==> config.mk <==
export PLATFORM = sky130hd
export DESIGN_NAME = ckbs_byte_cell
export DESIGN_NICKNAME = d
export VERILOG_FILES = /design/src/design/ckbs_pkg.sv /design/src/design/ckbs_byte_cell.sv
export SDC_FILE = /design/constraint.sdc
export NUM_CORES = 1
export LEC_CHECK = 0
export BUFFER_PORTS_ARGS = -buffer_cell sky130_fd_sc_hd__buf_2
export CAP_MARGIN = 20
export CORE_UTILIZATION = 41
export DETAILED_ROUTE_END_ITERATION = 8
export PLACE_DENSITY = 0.92
export SYNTH_ARGS = -nofsm -noshare
export SYNTH_HDL_FRONTEND = slang
export SYNTH_SLANG_ARGS = --single-unit
export TNS_END_PERCENT = 1
==> constraint.sdc <==
create_clock -name clk -period 4.21 [get_ports clk]
set_input_delay 0.6315 -clock clk [delete_from_list [all_inputs] [get_ports clk]]
set_output_delay 0.6315 -clock clk [all_outputs]
set_load 0.005 [all_outputs]
==> src/design/ckbs_pkg.sv <==
`default_nettype none
package ckbs_pkg;

  // request and result items
  typedef struct packed {
    logic [1:0]  opcode;
    logic [15:0] key;
    logic [1:0]  size_code;
    logic [63:0] value;
    logic [7:0]  read_addr;
  } req_t;

  typedef struct packed {
    logic [1:0] status;
    logic [7:0] position;
    logic [3:0] size_bytes;
    logic [7:0] read_byte;
  } rsp_t;

  localparam logic [1:0] OP_ALLOC = 2'd0;
  localparam logic [1:0] OP_FREE  = 2'd1;
  localparam logic [1:0] OP_READ  = 2'd2;
  localparam logic [1:0] OP_NOP   = 2'd3;

  localparam logic [1:0] ST_OK      = 2'd0;
  localparam logic [1:0] ST_NOBYTES = 2'd1;
  localparam logic [1:0] ST_FULL    = 2'd2;
  localparam logic [1:0] ST_NOKEY   = 2'd3;

  localparam logic [1:0] SZ_ONE   = 2'd0;
  localparam logic [1:0] SZ_FOUR  = 2'd1;
  localparam logic [1:0] SZ_EIGHT = 2'd2;
  // spare code, decodes as eight bytes
  localparam logic [1:0] SZ_SPARE = 2'd3;

  // widest byte address and entry index over the legal parameter range
  localparam int MAX_AW = 13;
  localparam int MAX_IW = 11;

  // broadcast to every byte cell
  typedef struct packed {
    logic              wr;
    logic [MAX_AW-1:0] base;
    logic [3:0]        nbytes;
    logic [63:0]       data;
    logic              shift;
    logic [MAX_AW-1:0] shpos;
  } byte_ctrl_t;

  // broadcast to every entry cell
  typedef struct packed {
    logic              ld;
    logic [MAX_IW-1:0] ld_idx;
    logic [15:0]       key;
    logic [MAX_AW-1:0] pos;
    logic [3:0]        size;
    logic              rm;
    logic [MAX_IW-1:0] rm_idx;
    logic [3:0]        rm_sz;
  } entry_ctrl_t;

endpackage
`default_nettype wire

==> src/design/ckbs_byte_cell.sv <==
`default_nettype none
module ckbs_byte_cell #(
  parameter int INDEX = 0
) (
  input  wire logic                  clk,
  input  wire logic                  rst,
  input  wire ckbs_pkg::byte_ctrl_t  ctrl,
  input  wire logic [7:0]            up,
  output logic [7:0]                 q
);
  import ckbs_pkg::*;

  localparam logic [MAX_AW:0] IDX = (MAX_AW+1)'(INDEX);

  logic [MAX_AW:0] lo;
  logic [MAX_AW:0] hi;
  logic [MAX_AW:0] off;
  logic            hit;
  logic            above;
  logic [63:0]     sh;

  // write window of an allocation and compaction region
  always_comb begin
    lo    = {1'b0, ctrl.base};
    hi    = lo + (MAX_AW+1)'(ctrl.nbytes);
    off   = IDX - lo;
    hit   = (IDX >= lo) && (IDX < hi);
    above = IDX >= {1'b0, ctrl.shpos};
    sh    = ctrl.data >> {off[2:0], 3'b000};
  end

  always_ff @(posedge clk) begin
    if (rst) begin
      q <= '0;
    end else if (ctrl.shift && above) begin
      q <= up;
    end else if (ctrl.wr && hit) begin
      q <= sh[7:0];
    end
  end

endmodule
`default_nettype wire

==> flow_summary.ini <==
[placement]
place_congestion = 0.8856
io_buffers = 113
placed_area_um2 = 2097
dp_hpwl_um = 4107

[cells_and_area]
largest_reg_flops = 8
fin_nets = 387
final_cell_mix = 113 x buf_2, 18 x nor2_1, 16 x mux4_2
final_common_cell = buf_2
syn_to_final_growth_pct = 41.69
stdcell_area_um2 = 2122
largest-register = q
top_regs = q (8)
drive_above_1_share_pct = 52.75

[global_route]
grt_usage_pct = 25.06
antenna_found_initial = 1
grt_pass1_vias = 1779
overflow = 0
grt_max_degree = 17
grt_pass1_wl_um = 7872

[floorplan]
die_w_um = 62.44
ios = 114
rows = 21
die_h_um = 62.44
placeableCoreArea_um2 = 3416
initial_core_util_pct = 43.85
dieArea_um2 = 3899

[pwr]
pwr-share-comb_pct = 56.0
p_sw_w = 0.0001050
irDropWorstVdd_mv = 0.06988
p_per_area_nw_per_um2 = 145.6
p_leak_nw = 1.017
switching_share_pct = 33.97
power_frac_clock_pct = 19.5
p_int_w = 0.0002040
power_frac_seq_pct = 24.5

[timing]
fin_tns_setup_ns = 0
relSlewSlack_pct = 58.43
final_hold_viol_count = 0
clock_skew_ns = 0
rsz0062_at_grt = false
max_freq_mhz = 369.0
maxSlewViolCount = 0
post-route-min-period_ns = 2.710
min_period_over_period_pct = 64.38
worstMarginPinSlew_ns = 0.6235
setup_violations = 0

[synthesis]
syn_inst = 164
ys_seq_elements = 8
synth_cell_types = 43
ys.flop_type = dfxtp_1
yosysTopAreaCellShare_pct = 24.06
syn_area_um2 = 1498
synth_async_sr_flop_share_pct = 0
synth_area_leaders = mux4_2 24%, dfxtp_1 11%, mux2i_1 8.0%
yosysTopAreaCell = mux4_2
synth_edf_count = 0
ys_warn_count = 0
syn_area_per_cell_um2 = 9.132
synth_nets = 276
yosysSeqAreaShare_pct = 10.69

[job]
maxCapViolations = 0

[clock_network]
cts_max_path_buffers = 2
cts_sinks = 8
h-tree-depth = 1
clk_latency_ns = 0.25
clk_pin_slew_ns = 0.05
numCtsBuffers = 3
ctsResizeCount = 0
cts_setup_buffers = 0
root_buffer = clkbuf_4
holdBufCountCts = 0
cts_tree = yes

[routing]
drt_iter0_markers = 126
vias_per_cell = 5.781
drcViolationCount = 0
vias = 1850
wl_per_cell_um = 15.28
wl_um = 4888
detail-route-antenna-nets = 0
dr.pass1.iters = 4

[hold_path]
min_path_cells = 1
min_path_type = reg -> reg
hold_path.startpoint = q[0]$_SDFFE_PP0P_

[worst_setup_path]
rr_worst_depth = 4
startpoint = ctrl[82]
cp-start-kind = primary input
path_max_fanout = 10
endpoint_kind = register
cp.arrival_ns = 2.85
setup.worst_path.class = in -> reg
worstPathRequired_ns = 4.35
rr_startpoint = q[6]$_SDFFE_PP0P_

[status]
status = complete, no violations
synthesized netlist by cell type, types with 2 or more instances:
cell type	number
a311o_1	5
xor2_1	2
nand3_1	3
inv_1	6
and3_1	4
and2_1	6
o21ai_0	10
xnor2_1	2
nand4_1	3
mux2i_1	12
clkbuf_1	5
nor2_1	18
dfxtp_1	8
o21ba_2	3
o2111ai_1	2
ha_1	5
a41oi_1	3
mux4_2	16
a22oi_1	5
o211ai_1	6
nand2_1	6
a21oi_1	8
nor4b_1	2
buf_1	2
nor4_1	4
cells by family (layout without fill, tap and decap cells):
| kind of cell | after synthesis | after routing | share of synthesized area (%) |
|---|---|---|---|
| flops | 8 | 8 | 10.69 |
| buf+inv | 15 | 124 | 4.094 |
| mux | 28 | 28 | 32.08 |
| other cells | 0 | 1 | 0 |
| simple gates | 55 | 55 | 21.14 |
| xor+xnor | 4 | 4 | 2.340 |
| fa+ha+maj | 6 | 6 | 5.514 |
| compound gates | 48 | 48 | 24.15 |
routing by layer:
layer	global-route usage, %	wire length (um)
met1	28.05	1799
met2	48.23	2557
met3	3.102	424
met4	8.140	106
met5	0	0
layout make-up:
| type | count | area (um2) |
|---|---|---|
| diodes | 1 | 2.502 |
| clock buffers | 3 | 22.52 |
| fillers | 304 | 1294 |
| inverters | 6 | 22.52 |
| multi-input cells | 141 | 1276 |
| flip-flops and latches | 8 | 160.2 |
| well taps | 46 | 57.56 |
| repair buffers | 115 | 580.6 |
through the flow:
step / setup WS (ns) / std cells / utilization, % / total power [W] / hold slack [ns]
2_1_floorplan: 1.080 / 164 / - / 0.0001787 / 0.4993
3_3_place_gp: 1.314 / 316 / 61.39 / 0.0002453 / 0.4988
3_5_place_dp: 1.268 / 316 / 61.39 / 0.0002498 / 0.5158
4_1_cts: 1.525 / 319 / 62.05 / 0.0003085 / 0.5292
5_1_grt: 1.346 / 320 / 62.12 / 0.0003289 / 0.5448
6_report: 1.500 / 320 / 62.12 / 0.0003090 / 0.5255
final timing paths:
| check | endpoint | slack, ns |
|---|---|---|
| setup / recovery | q[3]$_SDFFE_PP0P_ | 1.50 |
| hold / removal | q[0]$_SDFFE_PP0P_ | 0.53 |
| setup reg to reg | q[6]$_SDFFE_PP0P_ | 3.17 |
| hold reg to reg | q[0]$_SDFFE_PP0P_ | 0.53 |
power groups by stage:
stage               logic, W  clock network [W]  registers (W)
CTS                 0.000173          0.0000598      0.0000757
global route        0.000189          0.0000645      0.0000757
finish              0.000173          0.0000603      0.0000757
global placement    0.000168                  0      0.0000774
floorplan           0.000101                  0      0.0000774
detailed placement  0.000172                  0      0.0000774
worst max-delay path, stage by stage:
cell,delay [ns]
buf_2,0.11
ha_1,0.17
inv_1,0.06
fa_1,0.39
nand2b_1,0.20
a21oi_1,0.18
mux2i_1,0.13
nor4_4,0.52
a21oi_1,0.12
a311o_1,0.33
No activity file was read; power rests on OpenSTA's default activity.
