## src/design/ckbs_pkg.sv

```systemverilog
`default_nettype none
package ckbs_pkg;

  // request and result items
  typedef struct packed {
    logic [1:0]  opcode;
    logic [15:0] key;
    logic [1:0]  size_code;
    logic [63:0] value;
    logic [7:0]  read_addr;
  } req_t;

  typedef struct packed {
    logic [1:0] status;
    logic [7:0] position;
    logic [3:0] size_bytes;
    logic [7:0] read_byte;
  } rsp_t;

  localparam logic [1:0] OP_ALLOC = 2'd0;
  localparam logic [1:0] OP_FREE  = 2'd1;
  localparam logic [1:0] OP_READ  = 2'd2;
  localparam logic [1:0] OP_NOP   = 2'd3;

  localparam logic [1:0] ST_OK      = 2'd0;
  localparam logic [1:0] ST_NOBYTES = 2'd1;
  localparam logic [1:0] ST_FULL    = 2'd2;
  localparam logic [1:0] ST_NOKEY   = 2'd3;

  localparam logic [1:0] SZ_ONE   = 2'd0;
  localparam logic [1:0] SZ_FOUR  = 2'd1;
  localparam logic [1:0] SZ_EIGHT = 2'd2;
  // spare code, decodes as eight bytes
  localparam logic [1:0] SZ_SPARE = 2'd3;

  // widest byte address and entry index over the legal parameter range
  localparam int MAX_AW = 13;
  localparam int MAX_IW = 11;

  // broadcast to every byte cell
  typedef struct packed {
    logic              wr;
    logic [MAX_AW-1:0] base;
    logic [3:0]        nbytes;
    logic [63:0]       data;
    logic              shift;
    logic [MAX_AW-1:0] shpos;
  } byte_ctrl_t;

  // broadcast to every entry cell
  typedef struct packed {
    logic              ld;
    logic [MAX_IW-1:0] ld_idx;
    logic [15:0]       key;
    logic [MAX_AW-1:0] pos;
    logic [3:0]        size;
    logic              rm;
    logic [MAX_IW-1:0] rm_idx;
    logic [3:0]        rm_sz;
  } entry_ctrl_t;

endpackage
`default_nettype wire

```

## src/design/ckbs_entry_cell.sv

```systemverilog
`default_nettype none
module ckbs_entry_cell #(
  parameter int INDEX = 0,
  parameter int AW    = 8
) (
  input  wire logic                  clk,
  input  wire ckbs_pkg::entry_ctrl_t ctrl,
  input  wire logic [15:0]           up_key,
  input  wire logic [AW-1:0]         up_pos,
  input  wire logic [3:0]            up_size,
  output logic [15:0]                key,
  output logic [AW-1:0]              pos,
  output logic [3:0]                 size
);
  import ckbs_pkg::*;

  localparam logic [MAX_IW-1:0] IDX = MAX_IW'(INDEX);

  logic [AW-1:0] up_adj;

  // neighbor's position less the freed size, floored at zero
  always_comb begin
    up_adj = (up_pos > AW'(ctrl.rm_sz)) ? up_pos - AW'(ctrl.rm_sz) : '0;
  end

  always_ff @(posedge clk) begin
    if (ctrl.rm && IDX >= ctrl.rm_idx) begin
      key  <= up_key;
      pos  <= up_adj;
      size <= up_size;
    end else if (ctrl.ld && IDX == ctrl.ld_idx) begin
      key  <= ctrl.key;
      pos  <= ctrl.pos[AW-1:0];
      size <= ctrl.size;
    end
  end

endmodule
`default_nettype wire

```

## config.mk

```make
export PLATFORM = sky130hd
export DESIGN_NAME = ckbs_entry_cell
export DESIGN_NICKNAME = d
export VERILOG_FILES = /design/src/design/ckbs_pkg.sv /design/src/design/ckbs_entry_cell.sv
export SDC_FILE = /design/constraint.sdc
export NUM_CORES = 1
export LEC_CHECK = 0
export BUFFER_PORTS_ARGS = -buffer_cell sky130_fd_sc_hd__buf_2
export CORE_MARGIN = 2
export CORE_UTILIZATION = 40
export CTS_BUF_LIST = sky130_fd_sc_hd__clkbuf_2 sky130_fd_sc_hd__clkbuf_4 sky130_fd_sc_hd__clkbuf_8
export CTS_CLUSTER_SIZE = 25
export DETAILED_ROUTE_END_ITERATION = 8
export GPL_TIMING_DRIVEN = 0
export HOLD_SLACK_MARGIN = 0.15
export PLACE_DENSITY = 0.88
export SYNTH_ARGS = -nofsm -noshare
export SYNTH_HDL_FRONTEND = slang
export SYNTH_SLANG_ARGS = --single-unit
```

## constraint.sdc

```tcl
create_clock -name clk -period 2.1 [get_ports clk]
set_input_delay 0.105 -clock clk [delete_from_list [all_inputs] [get_ports clk]]
set_output_delay 0.105 -clock clk [all_outputs]
set_load 0.1 [all_outputs]
```

==> results of run 1 <==
[through the flow]
step | TNS [ns] | utilization | hold WS (ns)
6_report | 0 | 0.7242 | 0.2475
4_1_cts | 0 | 0.7252 | 0.2478
5_1_grt | 0 | 0.7242 | 0.2833
2_1_floorplan | 0 | - | 0.2794
3_3_place_gp | -10.30 | 0.5798 | 0.3650
3_5_place_dp | -11.92 | 0.5798 | 0.3719
[repair_timing]
action | in CTS | in global routing
hold endpoints to repair | 28 | 0
hold buffers | 48 | 0
endpoints found under the setup margin | 28 | 9
resized for setup | 1 | 0
[state kept, by name, indices dropped and copies added, names as in the netlist]
| signal | count |
|---|---|
| size | 4 |
| pos | 8 |
| key | 16 |
[placed cells by master (no fill, tap or decap)]
cell	n
inv_1	7
a41oi_1	1
edfxtp_1	28
nor2_1	2
or3_4	1
buf_2	115
clkbuf_8	3
nor4_1	4
ha_1	4
a21oi_1	2
o31ai_4	1
nand2b_1	2
dlygate4sd3_1	48
nor3_1	2
xnor2_1	4
a21o_1	1
o21ai_0	9
a21oi_2	1
fa_1	1
nor4b_1	2
nand2_1	69
nand2_2	1
xor2_1	2
clkbuf_1	1
nand3_1	2
[where the power goes]
part | internal, mW | leakage [nW] | switching [mW]
clock network | 0.128 | 0.0216 | 0.143
logic | 0.154 | 1.00 | 0.0936
registers | 0.614 | 0.252 | 0.0000864
total | 0.895 | 1.27 | 0.237
[cell usage after synthesis]
cell type | count | share of area
nand3_1 | 2 | 0.0068
fa_1 | 1 | 0.014
a41oi_1 | 1 | 0.0060
nand2b_1 | 2 | 0.0085
inv_1 | 7 | 0.018
xnor2_1 | 4 | 0.024
o31ai_4 | 1 | 0.014
nand2_1 | 70 | 0.18
edfxtp_1 | 28 | 0.57
ha_1 | 4 | 0.034
clkbuf_1 | 2 | 0.0051
xor2_1 | 2 | 0.012
or3_4 | 1 | 0.0077
nor4_1 | 4 | 0.017
buf_2 | 3 | 0.010
nor2_1 | 2 | 0.0051
a21o_1 | 1 | 0.0051
nor3_1 | 2 | 0.0068
a21oi_2 | 1 | 0.0060
a21oi_1 | 2 | 0.0068
o21ai_0 | 9 | 0.031
nor4b_1 | 2 | 0.012
[cell type report]
type / instances / area (um^2) / area share
tap: 48 / 60.06 / 0.02300
clock buffer: 3 / 41.29 / 0.01581
buffer: 4 / 18.77 / 0.007187
multi-input combinational: 111 / 583.1 / 0.2233
inverter: 7 / 26.28 / 0.01006
sequential: 28 / 840.8 / 0.3220
timing repair buffer: 160 / 1041 / 0.3987
[per-layer routing]
layer	track usage	wire length [um]	share of wire	up-vias
li1	-	-	-	835
met1	0.2160	1678	0.35	767
met2	0.4961	2768	0.57	95
met3	0.03819	350	0.072	8
met4	0.08511	65	0.013	0
met5	0	0	0	-
[how the worst max path moves through the flow]
stage,startpoint,endpoint
after floorplan,ctrl[11],key[0]
after global placement,ctrl[11],size[0]
after detailed placement,ctrl[11],size[0]
after CTS,ctrl[11],key[9]
after global routing,up_pos[0],pos[6]
final,up_pos[0],pos[3]
[critical path: cells and delay by family]
family,cells,cell delay [ns]
buffers and inverters,3,0.20
adders and majority gates,2,0.57
AOI/OAI and AO/OA,5,1.05
[cells by family after synthesis]
family,count (synthesis),share of synthesized area
xor+xnor,6,0.03574
flops,28,0.5719
simple gates,85,0.2426
compound gates,15,0.06894
buf+inv,12,0.03319
fa+ha+maj,5,0.04766
==> out/metrics.cfg, run 1 <==
[clocking]
post_cts_buffers = 0
cts_made_buffers = 3
cts_tree = done
cts_buffer_depth = 2
clk_pin_slew_worst_paths_ns = 0.08
cts.sink_count = 28
htree_num_levels = 1
cts-root-buf = clkbuf_8

[routing]
wl_um = 4862
first_pass_iters = 4
dr.first_iter.drc_count = 98
via_count = 1705
wl_per_cell_um = 13.47
ant_nets = 0
drcViolationCount = 0
vias_per_cell = 4.723

[setup_path]
startpoint_type = input pin
cp_cell_sequence = buf_2 > inv_1 > ha_1 > inv_1 > fa_1 > a21o_1 > a21oi_2 > a41oi_1 > o31ai_4 > o21ai_0
path_class = input pin to flip-flop
slowest_stage = fa_1
cp_max_fo = 8
critPathCaptureType = flip-flop
slowest_delay_ns = 0.41
crit_top_cell = inv_1
crit_arrival_ns = 1.92
cp.required_ns = 2.11

[floorplanning]
core_area_um2 = 3606
start_util = 0.4077
fp.dieW_um = 64.63
num_rows = 22
dieArea_um2 = 4176
ios = 118
dieHeight_um = 64.63

[final_layout]
fin_cells = 361
syn2layout_area_growth_pct = 77.62
fin_area_um2 = 2611
fill_cells = 272
n_antenna_cell = 0
drive_gt1_frac = 0.3898
nNetsFinal = 410

[grt]
antenna_found_initial = 0
grt_use_total = 0.2339
grt_max_degree = 29
overflow = 0
grt_pass1_vias = 1853
grt_pass1_wl_um = 7576

[timing]
rsz0062_at_grt = false
fin_ws_ns = 0.1834
timing.final.crit_share = 0.9127
timing.final.crit_period_ns = 1.917
max_slew.worst_pin.slew_ns = 0.6265
hold_viol = 0
setup_viol = 0
max_freq_mhz = 521.7
slew_headroom = 0.5808
finalMaxSlewViolations = 0

[place]
port_buffers = 112
place_ws_ns = -0.4118
place_inst = 311
place_area_um2 = 2091
routabilityCongestion = 0.7470
dp_hpwl_um = 3010

[synth]
yosys.cell_types.count = 22
seq_area_frac_synth = 0.5719
syn_area_um2 = 1470
syn_nets = 246
syn_inst = 151
yosysWarnings = 0
syn_avg_cell_area_um2 = 9.736
synth_seq_cells = 28

[min_path]
holdPathStages = 3
hold_path_end = pos[6]
hold_path.class = input pin to flip-flop
min_from = up_pos[6]

[power_and_ir_drop]
p_leak_nw = 1.274
vdd.ir_drop.worst_mv = 0.2157
power_per_cell_area_nw_per_um2 = 433.7
p_total_mw = 1.132

[status]
status = finished clean

[job]
max_cap_viol_count = 0

Power figures use the tool's default switching activity.
==> run 2, diff against run 1 <==
CORE_MARGIN = 1.5   (was 2)
GPL_ROUTABILITY_DRIVEN = 0   (was not set)
PLACE_DENSITY = 0.79   (was 0.88)
==> run 2 against run 1 <==
Against the previous run:
- final area fell by 0.72%
- clock power is 3% higher
- first-iteration DRC count stayed put
- routed wire length down 3.5%
- critical path depth is 2 lower
- setup slack lost 0.031 ns
- fmax shrank 1.6%
- via count decreased by 1.8%
- final cell count decreased by 0.83%
- non-clock buffer count down 1
- core utilization up 2.9 points
==> out/metrics.cfg, run 2 (synthesis gave the netlist of run 1 again) <==
[final_layout]
n_antenna_cell = 0  ; unchanged
final_cell_mix = 115 x buf_2, 69 x nand2_1, 46 x dlygate4sd3_1, 28 x edfxtp_1, 9 x o21ai_0
fin_cells = 358  ; -0.83%
fin_area_um2 = 2592  ; -0.72%
drive_gt1_frac = 0.3910  ; +0.001249
fin_util = 0.7532  ; +0.02903
largest_register_ffs = 16  ; unchanged
syn2layout_area_growth_pct = 76.34
fill_cells = 234  ; -14%
final_common_cell = buf_2
top_register = key
largest_registers = key x16, pos x8, size x4
nNetsFinal = 409  ; -0.24%

[routing]
wl_um = 4690  ; -3.5%
dr.first_iter.drc_count = 98  ; unchanged
via_count = 1674  ; -1.8%
wl_per_cell_um = 13.10  ; -2.7%
ant_nets = 0  ; unchanged
vias_per_cell = 4.676  ; -1.0%
drcViolationCount = 0  ; unchanged
first_pass_iters = 4  ; unchanged

[place]
place_inst = 309  ; -0.64%
dp_hpwl_um = 2875  ; -4.5%
place_area_um2 = 2088  ; -0.12%
place_ws_ns = -0.3388  ; +0.07300 ns
port_buffers = 112  ; unchanged

[floorplanning]
fp.dieW_um = 63.63  ; -1.5%
num_rows = 21  ; -4.5%
core_area_um2 = 3442  ; -4.5%
dieHeight_um = 63.63  ; -1.5%
dieArea_um2 = 4048  ; -3.1%
start_util = 0.4271  ; +0.01941
ios = 118  ; unchanged

[setup_path]
critPathCaptureType = flip-flop
slowest_delay_ns = 0.57  ; +0.16 ns
path_class = input pin to flip-flop
cp.required_ns = 2.12  ; about the same
startpoint_type = input pin
slowest_stage = dlygate4sd3_1
cp_max_fo = 10  ; +2
crit_arrival_ns = 1.97  ; +0.05 ns
cp_cell_sequence = buf_2 > nor4b_1 > nand3_1 > buf_2 > clkbuf_1 > nand2_1 > nand2_1 > dlygate4sd3_1

[grt]
grt_max_degree = 29  ; unchanged
grt_pass1_vias = 1568  ; -15%
antenna_found_initial = 0  ; unchanged
grt_pass1_wl_um = 7038  ; -7.1%
grt_use_total = 0.2268  ; -0.007028
overflow = 0  ; unchanged

[clocking]
cts_buffer_depth = 2  ; unchanged
htree_num_levels = 1  ; unchanged
cts_made_buffers = 3  ; unchanged
cts_tree = done
cts-root-buf = clkbuf_8
clk_pin_slew_worst_paths_ns = 0.09  ; about the same
cts.sink_count = 28  ; unchanged

[timing]
finalMaxSlewViolations = 0  ; unchanged
setup_viol = 0  ; unchanged
slew_headroom = 0.5685  ; -0.01232
max_slew.worst_pin.slew_ns = 0.6449  ; +0.01841 ns
timing.final.crit_period_ns = 1.948  ; +0.03119 ns
max_freq_mhz = 513.4  ; -1.6%
hold_viol = 0  ; unchanged
fin_ws_ns = 0.1522  ; -0.03119 ns
tns_ns = 0  ; unchanged
rsz0062_at_grt = false
timing.final.crit_share = 0.9275  ; +0.01485
timing.hold.ws_ns = 0.1390  ; -0.1084 ns

[min_path]
hold_path.class = input pin to flip-flop

[job]
max_cap_viol_count = 0  ; unchanged

[power_and_ir_drop]
vdd.ir_drop.worst_mv = 0.2571  ; +19%
p_leak_nw = 1.267  ; -0.56%
power_per_cell_area_nw_per_um2 = 436.7  ; +0.69%
p_total_mw = 1.132  ; about the same

[status]
status = finished clean

-- run 2: cell count changes in the layout (fill, tap and decap cells not counted), sizes merged --
cell | before | now
dlygate4sd3 | 48 | 46
clkbuf | 4 | 5
-- run 2: what timing repair did --
| item | 4_1_cts | 5_1_grt |
|---|---|---|
| resized for setup | 1 | 0 |
| hold buffers | 46 | 0 |
| endpoints found under the hold margin | 27 | 0 |
| endpoints found under the setup margin | 28 | 0 |
| setup buffers | 0 | 0 |
-- run 2: final timing paths --
path | startpoint | to | slack (ns) | cells after the start
setup / recovery | ctrl[11] | key[8] | 0.15 | 8
hold / removal | ctrl[26] | pos[6] | 0.14 | 3
-- run 2: report_power, final --
| group | internal [mW] | switching, mW |
|---|---|---|
| registers | 0.614 | 0.0000897 |
| clock network | 0.128 | 0.150 |
| logic | 0.151 | 0.0895 |
| total | 0.893 | 0.239 |
-- run 2: worst max-delay path, delay by kind of cell --
family | cells | cell delay, ns
buffers and inverters | 4 | 1.15
AND/OR/NAND/NOR | 4 | 0.70
-- run 2: cell type report --
| class | count | area [um^2] | share of cell area |
|---|---|---|---|
| Timing Repair Buffer | 158 | 1021 | 0.3938 |
| Sequential cell | 28 | 840.8 | 0.3243 |
| Multi-Input combinational cell | 111 | 583.1 | 0.2249 |
| Tap cell | 46 | 57.56 | 0.02220 |
| Clock buffer | 3 | 41.29 | 0.01593 |
| Inverter | 7 | 26.28 | 0.01014 |
| Buffer | 5 | 22.52 | 0.008687 |
-- run 2: metal layers --
layer | part of all wire | up-vias | track usage | wire, um
met4 | 0.022 | 0 | 0.08696 | 102
met2 | 0.56 | 64 | 0.4500 | 2618
met5 | 0 | - | 0 | 0
met3 | 0.049 | 8 | 0.02857 | 232
li1 | - | 833 | - | -
met1 | 0.37 | 769 | 0.2375 | 1737
==> run 3, diff against run 2 <==
CORE_UTILIZATION = 39   (was 40)
CTS_BUF_LIST = not set   (was sky130_fd_sc_hd__clkbuf_2 sky130_fd_sc_hd__clkbuf_4 sky130_fd_sc_hd__clkbuf_8)
PLACE_DENSITY = 0.77   (was 0.79)
==> run 3 against run 2 <==
Against the previous run:
- fmax decreased by 1.4%
- via count decreased by 0.66%
- combinational power barely moved
- global-route usage shrank 0.98 points
- final area up 1.0%
- non-clock buffer count increased by 2
- largest power group unchanged
- total power is 1.2% higher
- routed wire length decreased by 5.7%
- sequential cell count stayed put
- first-iteration DRC count increased by 4.1%
- highest routed layer unchanged
- sequential power about the same
- count of clock-buffer cells in the layout unchanged
==> out/metrics.cfg, run 3 (synthesis gave the netlist of run 1 again) <==
[status]
status = finished clean

[final_layout]
fill_cells = 281  ; +20%
top_register = key
largest_registers = key x16, pos x8, size x4
syn2layout_area_growth_pct = 78.13
n_antenna_cell = 0  ; unchanged
fin_area_um2 = 2619  ; +1.0%
regArea_um2 = 840.8  ; unchanged
fin_util = 0.7207  ; -0.03245
final_cell_mix = 115 x buf_2, 69 x nand2_1, 48 x dlygate4sd3_1, 28 x edfxtp_1, 9 x o21ai_0
nNetsFinal = 411  ; +0.49%
largest_register_ffs = 16  ; unchanged
multi_input_area_um2 = 583.1  ; unchanged
final_common_cell = buf_2
drive_gt1_frac = 0.3873  ; -0.003724

[clocking]
clk_pin_slew_worst_paths_ns = 0.09  ; about the same
cts_made_buffers = 3  ; unchanged
cts-root-buf = clkbuf_8
cts_buffer_depth = 2  ; unchanged
cts_tree = done
cts.sink_count = 28  ; unchanged
post_cts_buffers = 0  ; unchanged
htree_num_levels = 1  ; unchanged

[timing]
max_slew.worst_pin.slew_ns = 0.6339  ; -0.01104 ns
timing.final.crit_period_ns = 1.975  ; +0.02692 ns
rsz0062_at_grt = false
tns_ns = 0  ; unchanged
max_freq_mhz = 506.4  ; -1.4%
slew_headroom = 0.5759  ; +0.007388
timing.hold.ws_ns = 0.2237  ; +0.08463 ns
finalMaxSlewViolations = 0  ; unchanged
hold_viol = 0  ; unchanged
timing.final.crit_share = 0.9404  ; +0.01282
setup_viol = 0  ; unchanged
fin_ws_ns = 0.1252  ; -0.02692 ns

[power_and_ir_drop]
power_per_cell_area_nw_per_um2 = 437.4  ; +0.17%
p_leak_nw = 1.277  ; +0.78%
vdd.ir_drop.worst_mv = 0.2581  ; +0.39%

[routing]
drcViolationCount = 0  ; unchanged
ant_nets = 0  ; unchanged
first_pass_iters = 4  ; unchanged
wl_per_cell_um = 12.18  ; -7.0%
dr.first_iter.drc_count = 102  ; +4.1%
via_count = 1663  ; -0.66%
wl_um = 4423  ; -5.7%
vias_per_cell = 4.581  ; -2.0%

[grt]
grt_pass1_vias = 1642  ; +4.7%
grt_max_degree = 29  ; unchanged
grt_pass1_wl_um = 6906  ; -1.9%
overflow = 0  ; unchanged
antenna_found_initial = 0  ; unchanged
grt_use_total = 0.2170  ; -0.009791

[setup_path]
cp_max_fo = 10  ; unchanged
path_class = input pin to flip-flop
slowest_stage = dlygate4sd3_1
cp.required_ns = 2.12  ; about the same
critPathCaptureType = flip-flop
cp_cell_sequence = buf_2 > nor4b_1 > nand3_1 > buf_2 > clkbuf_1 > nand2_1 > nand2_1 > dlygate4sd3_1
crit_arrival_ns = 2.00  ; +0.03 ns
slowest_delay_ns = 0.56  ; about the same
startpoint_type = input pin

[floorplanning]
fp.dieW_um = 64.40  ; +1.2%
num_rows = 22  ; +4.8%
ios = 118  ; unchanged
dieArea_um2 = 4147  ; +2.4%
core_area_um2 = 3633  ; +5.6%
start_util = 0.4046  ; -0.02250
dieHeight_um = 64.40  ; +1.2%

[place]
dp_hpwl_um = 2847  ; -0.96%
port_buffers = 112  ; unchanged
place_ws_ns = -0.4693  ; -0.1305 ns
place_area_um2 = 2091  ; +0.12%

[min_path]
holdPathStages = 3  ; unchanged
hold_path.class = input pin to flip-flop

[job]
max_cap_viol_count = 0  ; unchanged

## run 3: final cells by class
cell class                      instances  share of cell area
Clock buffer                            3             0.01577
Sequential cell                        28              0.3211
Tap cell                               48             0.02293
Buffer                                  5            0.008600
Clock inverter                          1            0.001433
Timing Repair Buffer                  160              0.3975
Inverter                                7             0.01003
Multi-Input combinational cell        111              0.2226
## run 3: repair_timing
item | 4_1_cts | 5_1_grt
gates resized for setup | 1 | 0
endpoints found under the hold margin | 28 | 0
setup endpoints to repair | 28 | 0
hold buffers | 48 | 0
## run 3: critical path, delay by kind of cell
kind | cells | cell delay (ns)
buffers and inverters | 4 | 1.13
and+or+nand+nor | 4 | 0.76
## run 3: path summary, 6_finish.rpt
path / from / endpoint / slack [ns]
worst min-delay path: up_pos[6] / pos[6] / 0.22
worst max-delay path: ctrl[11] / key[12] / 0.13
## run 3: through the flow
| stage | power (mW) | std cells |
|---|---|---|
| after global routing | 1.202 | 363 |
| after CTS | 1.142 | 363 |
| after floorplan | 0.7031 | 151 |
| after global placement | 0.7912 | 311 |
| after detailed placement | 0.7954 | 311 |
| final | 1.146 | 363 |
## run 3: where the power goes
part           internal, mW  leakage [nW]  total [mW]  switching [mW]
Combinational         0.153          1.00       0.242          0.0889
Clock                 0.131        0.0231       0.289           0.158
Sequential            0.614         0.252       0.614       0.0000776
Total                 0.898          1.28        1.15           0.247
## run 3: per-layer routing
| layer | GRT usage | part of all wire | vias up |
|---|---|---|---|
| li1 | - | - | 837 |
| met1 | 0.2093 | 0.35 | 727 |
| met2 | 0.4479 | 0.55 | 89 |
| met3 | 0.02641 | 0.070 | 10 |
| met4 | 0.09309 | 0.024 | 0 |
| met5 | 0 | 0 | - |
